<file path="config.mk">
export PLATFORM = sky130hd
export DESIGN_NAME = e2p_ndiv
export DESIGN_NICKNAME = d
export VERILOG_FILES = /design/src/rtl/e2p_pkg.sv /design/src/rtl/e2p_ndiv.sv
export SDC_FILE = /design/constraint.sdc
export NUM_CORES = 2
export LEC_CHECK = 0
export BUFFER_PORTS_ARGS = -buffer_cell sky130_fd_sc_hd__buf_2
export CAP_MARGIN = 20
export CORE_MARGIN = 2
export CORE_UTILIZATION = 50
export CTS_BUF_LIST = sky130_fd_sc_hd__clkbuf_4 sky130_fd_sc_hd__clkbuf_8
export CTS_CLUSTER_DIAMETER = 40
export DETAILED_ROUTE_END_ITERATION = 12
export PLACE_DENSITY = 0.66
export SKIP_LAST_GASP = 1
export SLEW_MARGIN = 10
export SYNTH_ARGS = -nofsm -noshare
export SYNTH_HDL_FRONTEND = slang
export SYNTH_SLANG_ARGS = --single-unit
</file>
<file path="constraint.sdc">
create_clock -name clk -period 4.4 [get_ports clk]
set_input_delay 0.66 -clock clk [delete_from_list [all_inputs] [get_ports clk]]
set_output_delay 0.66 -clock clk [all_outputs]
set_load 0.05 [all_outputs]
</file>
<file path="src/rtl/e2p_pkg.sv">
// e2p_pkg: shared widths, register indexes and the CORDIC arctangent table
// for the equirectangular-to-perspective remap unit. No dependencies.
`timescale 1ns / 1ps

package e2p_pkg;

  // Field widths
  localparam int IN_W   = 12;  // out_col / out_row
  localparam int COL_W  = 12;  // src_col
  localparam int ROW_W  = 11;  // src_row
  localparam int DIM_W  = 13;  // out_width / out_height
  localparam int CFG_W  = 16;  // widest register
  localparam int COEF_W = 16;  // Q2.14 cos/sin
  localparam int FOC_W  = 16;  // Q8.8 focal
  localparam int IDX_W  = 3;   // register index

  // Register indexes
  localparam logic [IDX_W-1:0] REG_HEAD_COS  = 3'd0;
  localparam logic [IDX_W-1:0] REG_HEAD_SIN  = 3'd1;
  localparam logic [IDX_W-1:0] REG_PITCH_COS = 3'd2;
  localparam logic [IDX_W-1:0] REG_PITCH_SIN = 3'd3;
  localparam logic [IDX_W-1:0] REG_FOCAL     = 3'd4;
  localparam logic [IDX_W-1:0] REG_OUT_W     = 3'd5;
  localparam logic [IDX_W-1:0] REG_OUT_H     = 3'd6;

  // Datapath widths
  localparam int FRAC_W = 14;  // Q14 plane coordinates
  localparam int YZ_W   = 28;  // signed y, z
  localparam int XR_W   = 32;  // signed rotated x, y
  localparam int ZR_W   = 30;  // signed rotated z
  localparam int CW     = 34;  // CORDIC x/y datapath
  localparam int ANG_W  = 34;  // CORDIC angle, pi = 2^31

  localparam logic [16:0] GAIN_INV = 17'd39797;

  // atan(2^-i) with pi = 2^31
  localparam logic [31:0] ATAN_TAB [0:23] = '{
    32'h20000000, 32'h12E4051E, 32'h09FB385B, 32'h051111D4, 32'h028B0D43,
    32'h0145D7E1, 32'h00A2F61E, 32'h00517C55, 32'h0028BE53, 32'h00145F2F,
    32'h000A2F98, 32'h000517CC, 32'h00028BE6, 32'h000145F3, 32'h0000A2FA,
    32'h0000517D, 32'h000028BE, 32'h0000145F, 32'h00000A30, 32'h00000518,
    32'h0000028C, 32'h00000146, 32'h000000A3, 32'h00000051
  };

endpackage

</file>
<file path="src/rtl/e2p_ndiv.sv">
// e2p_ndiv: pipelined restoring divider for one plane coordinate,
// (dim - 2*pos) * 2^14 / dim truncated toward zero. Depends on e2p_pkg.
`timescale 1ns / 1ps

module e2p_ndiv import e2p_pkg::*; (
  input  logic                   clk,
  input  logic                   rst_n,
  input  logic                   en,
  input  logic                   vld_i,
  input  logic [IN_W-1:0]        pos_i,
  input  logic [DIM_W-1:0]       dim_i,
  output logic                   vld_o,
  output logic signed [YZ_W-1:0] q_o
);

  localparam int NB = DIM_W + FRAC_W;

  logic [NB:0]          vld_r;
  logic [NB:0]          neg_r;
  logic [NB-1:0]        nq_r  [0:NB];
  logic [DIM_W-1:0]     rem_r [0:NB];
  logic                 q_vld_r;
  logic signed [YZ_W-1:0] q_r;

  logic signed [DIM_W+1:0] diff;
  logic signed [DIM_W+1:0] diff_neg;
  logic [DIM_W-1:0]        mag;

  // Signed numerator magnitude
  assign diff     = $signed({2'b00, dim_i}) - $signed({2'b00, pos_i, 1'b0});
  assign diff_neg = -diff;
  assign mag      = diff[DIM_W+1] ? diff_neg[DIM_W-1:0] : diff[DIM_W-1:0];

  // Valid bits travel with the stages
  always_ff @(posedge clk) begin
    if (!rst_n) begin
      vld_r   <= '0;
      q_vld_r <= 1'b0;
    end else if (en) begin
      vld_r   <= {vld_r[NB-1:0], vld_i};
      q_vld_r <= vld_r[NB];
    end
  end

  // Load stage
  always_ff @(posedge clk) begin
    if (en) begin
      neg_r[0] <= diff[DIM_W+1];
      nq_r[0]  <= {mag, {FRAC_W{1'b0}}};
      rem_r[0] <= '0;
    end
  end

  // One quotient bit per stage
  for (genvar k = 0; k < NB; k++) begin : g_bit
    logic [DIM_W:0]   trial;
    logic [DIM_W:0]   sub;
    logic             ge;
    logic [DIM_W-1:0] rem_nxt;

    assign trial   = {rem_r[k], nq_r[k][NB-1]};
    assign sub     = trial - {1'b0, dim_i};
    assign ge      = trial >= {1'b0, dim_i};
    assign rem_nxt = ge ? sub[DIM_W-1:0] : trial[DIM_W-1:0];

    always_ff @(posedge clk) begin
      if (en) begin
        rem_r[k+1] <= rem_nxt;
        nq_r[k+1]  <= {nq_r[k][NB-2:0], ge};
        neg_r[k+1] <= neg_r[k];
      end
    end
  end

  // Apply sign
  always_ff @(posedge clk) begin
    if (en) begin
      q_r <= neg_r[NB] ? -$signed({1'b0, nq_r[NB]}) : $signed({1'b0, nq_r[NB]});
    end
  end

  assign vld_o = q_vld_r;
  assign q_o   = q_r;

endmodule

</file>
* Yosys cells after proc, flatten, opt, wreduce, memory -nomap -nowiden *
Memories as Yosys holds them, arrays and structs flattened.
Cells that the tools add are included.

word-level totals
  register bits = 85
  RAM bits = 1120
  bits of input ports = 29
  logic and storage cells = 122
  memories = 2

memory list
  memory  depth  bits a word  read ports  clocked after Yosys merged registers in  write ports  RTL line        text
  nq_r    28     27           28          0                                        28           e2p_ndiv.sv:20  logic [NB-1:0] nq_r [0:NB];
  rem_r   28     13           27          0                                        28           e2p_ndiv.sv:21  logic [DIM_W-1:0] rem_r [0:NB];

operators by class
  $add $sub $neg = 30
  $lt $le $gt $ge = 27
  multiplexer cells = 31

operators with widths
  cell                                                            number
  14-bit by 13-bit greater-or-equal comparator with 1-bit output  27
  13-bit two-way mux                                              28
  13-bit subtractor                                               27
  27-bit negator with 28-bit output                               1
  27-bit two-way mux                                              1
  13-bit by 13-bit subtractor with 14-bit output                  1
  13-bit negator                                                  1
  1-bit two-way mux                                               2

* Logic depth before layout (Yosys ltp) *
  depth after elaboration = 3
  depth in mapped cells = 12
  mapped depth without buffers = 11

* Least setup slack after synthesis *
OpenSTA, ideal clock, no wires.

  path kind = input -> register
  start point = input port dim_i[7]
  end point = memory rem_r[3][5], in the netlist rem_r[0][44] (data pin)
  library setup time = 0.260 ns
  data arrival time = 3.576 ns
  data required time = 4.140 ns
  setup slack = 0.564 ns
  stages on the path = 11
  buffers on the path = 1
  path through = inv_1 -> ha_1 -> a21o_1 -> a21oi_1 -> nor2b_1 -> or2_2 -> a2111oi_0 -> nand2_1 -> a31oi_1 -> buf_2 -> mux2_2

RTL lines
  what             RTL line        text
  start, declared  e2p_ndiv.sv:11  input logic [DIM_W-1:0] dim_i,
  end, declared    e2p_ndiv.sv:21

==> results_dict.tcl <==
set metrics [dict create \
    ys_async_sr_fraction_pct 0 \
    die_w_um 310 \
    drt-initial-drc-count 2251 \
    synthMuxAreaShare_pct 5.99 \
    yosys.cell_count.top_type "edfxtp_1" \
    antenna_found_initial 2 \
    final_max_slew_viol_count 0 \
    fin_skew_ps 30.3 \
    drive_gt1_share_pct 15.6 \
    synth_top_area_cell "edfxtp_1" \
    hpwl_um 60100 \
    yosys.area_share.simple_pct 9.44 \
    h-tree-depth 4 \
    synth_flop_cell "edfxtp_1" \
    clk_latency_ps 820 \
    cts_inserted_buffers 160 \
    wire_per_inst_um 17.6 \
    worst-slew-pin-transition_ps 909 \
    final.setup.tns_ps 0 \
    p_per_area_nw_per_um2 671 \
    grt_pass1_vias 28152 \
    synth_top_family_by_area "compound AO/OA/AOI/OAI gates" \
    clk_pin_slew_ps 60 \
    syn_area_um2 46900 \
    criticalPathCategory "reg2reg" \
    crit_arrival_ps 3960 \
    grt_max_degree 135 \
    status "finished, final reports clean" \
    synthTopCellsByArea "edfxtp_1, ha_1, mux2_2" \
    yosysWarningCount 0 \
    finalWirelength_um 93300 \
    core.rowCount 112 \
    syn-num-nets 4095 \
    rsz0062_at_grt "false" \
    initial_core_util_pct 50.3 \
    crit_family "compound AO/OA/AOI/OAI gates" \
    endpoint_kind "flip-flop" \
    netlist_instances 3687 \
    fill_cells 7549 \
    yosysUniqueCellTypes 71 \
    hold_path.class "in2reg" \
    synthTopCellsByCount "edfxtp_1, ha_1, nand2_1, o21ai_0, nor2_1" \
    die-area_um2 96300 \
    pin_count 58 \
    grtUsageTotal_pct 19.6 \
    fmax_mhz 294 \
    grt_pass1_wl_um 148000 \
    fp.dieH_um 310 \
    hold_viol_final 0 \
    design.core.area_um2 93200 \
    slew_headroom_pct 39.4 \
    setup_violations 0 \
    cts-hold-fix-buffers 0 \
    vias 29461 \
    p_leak_nw 20.3 \
    synth_compound_area_share_pct 11.7 \
    dr.pass1.iters 5 \
    timing.final.crit_share_pct 77.4 \
    crit_path_top_delay_cell "o31ai_1" \
    cts.sinks 892 \
    period_needed_ps 3410 \
    cp_data_required_time_ps 4950 \
    worstPathBufferInverterCount 2 \
    max_cap_viol_count 0 \
    clock_path_buffers 3 \
    yosys.area_share.xor_xnor_pct 4.16 \
    seq_area_frac_synth_pct 56.5 \
    postCtsSetupBuffers 0 \
    final_nets 4324 \
    place_congestion 0.870 \
    max_stage_delay_ps 510 \
    yosys.area.top_type_share_pct 55.3 \
    ir_drop_mv 0.357 \
    synth_fa_ha_area_share_pct 10.5 \
    start_kind "flip-flop" \
    viasPerCell 5.57 \
    drc 0 \
    avgSynthCellArea_um2 12.7 \
    detail-route-antenna-nets 0 \
    ys_ff_latch 892 \
    overflow 0 \
    syn_to_final_growth_pct 12.4 \
    clockRootBuffer "clkbuf_8" \
    place.port_buffers 57 \
    path_cells "inv_1 > ha_1 > fa_1 > nor2b_1 > o21ai_0 > a21boi_0 > nor4_1 > o31ai_1 > a311oi_1 > o21a_1 > buf_4 > mux2i_1" \
    cts_resized 0 \
    cp_max_fo 12 \
    synth_enable_flop_cells 863 \
    cts_tree "built" \
    p_total_mw 35.4 \
]
==> cells by family after synthesis <==
family	after synthesis
compound gates	853
xor+xnor	223
fa+ha+maj	379
buf+inv	205
flops	892
mux	257
simple gates	878
==> cell type report <==
class	instances	area [µm²]	area share, %
Sequential cell	892	26500	50.3
Multi-Input combinational cell	2590	19700	37.3
Clock buffer	210	2620	4.97
Tap cell	1254	1570	2.98
Timing Repair Buffer	127	1120	2.13
Clock inverter	74	701	1.33
Inverter	145	544	1.03
Antenna cell	1	2.50	0.00475
==> worst register-to-register path, delay by kind of cell (launching register included) <==
| kind | cells | cell delay, ps |
|---|---|---|
| AOI/OAI and AO/OA | 5 | 1500 |
| adders and majority gates | 2 | 610 |
| buffers and inverters | 2 | 320 |
| DFF | 1 | 380 |
| muxes | 1 | 110 |
| and+or+nand+nor | 2 | 220 |
==> path summary, 6_finish.rpt <==
path,startpoint,end,slack [ps],cells after the start
worst max-delay path,nq_r[4][26]$_DFFE_PP_,rem_r[1][14]$_DFFE_PP_,990,12
worst min register to register,nq_r[18][0]$_DFFE_PP_,nq_r[19][1]$_DFFE_PP_,410,0
worst min-delay path,vld_i,vld_r[0]$_SDFFE_PN0P_,130,3
worst max register to register,nq_r[4][26]$_DFFE_PP_,rem_r[1][14]$_DFFE_PP_,990,12
==> metrics by stage <==
stage | setup slack (ps) | instances | hold slack [ps] | cell area, µm² | util (%)
6_report | 995 | 5293 | 132 | 52700 | 56.6
3_5_place_dp | 337 | 5008 | 405 | 49400 | 53.0
3_3_place_gp | 390 | 5008 | 400 | 49400 | 53.0
2_1_floorplan | 564 | 3687 | 400 | 46900 | -
5_1_grt | 744 | 5293 | 113 | 52700 | 56.6
4_1_cts | 1000 | 5292 | 34.6 | 52700 | 56.6
==> state kept, by name (all words and copies together), names as in the netlist <==
register	cells
neg_r	28
nq_r	469
q_o	28
rem_r	338
vld_o	1
vld_r	28
==> power breakdown <==
group          internal (mW)  switching (mW)  leakage, nW
logic                   6.56            7.48         9.89
registers               12.3            1.09         8.69
clock network           4.56            3.41         1.74
total                   23.4            12.0         20.3
==> cells in the final DEF (no fill, tap or decap), drive strengths merged, types with 67 or more instances in the layout <==
master,synthesis,final
ha,353,353
mux2,190,190
buf,17,127
a21o,86,86
nor2,196,196
inv,145,152
clkbuf,43,210
mux2i,67,67
o21a,68,68
nand2,243,243
nor2b,117,117
a21oi,157,157
a31oi,72,72
edfxtp,863,863
xnor2,144,144
o21ai,231,231
xor2,79,79
==> metal layers <==
| metal | vias up | track usage [%] | share of wire, % | wire length (µm) |
|---|---|---|---|---|
| met1 | 14068 | 27.7 | 48 | 44400 |
| met4 | 0 | 6.52 | 2.3 | 2120 |
| met2 | 661 | 30.3 | 45 | 42000 |
| li1 | 14572 | - | - | - |
| met3 | 160 | 3.76 | 5.1 | 4720 |
| met5 | - | 0 | 0 | 0 |
Power figures use the tool's default switching activity.
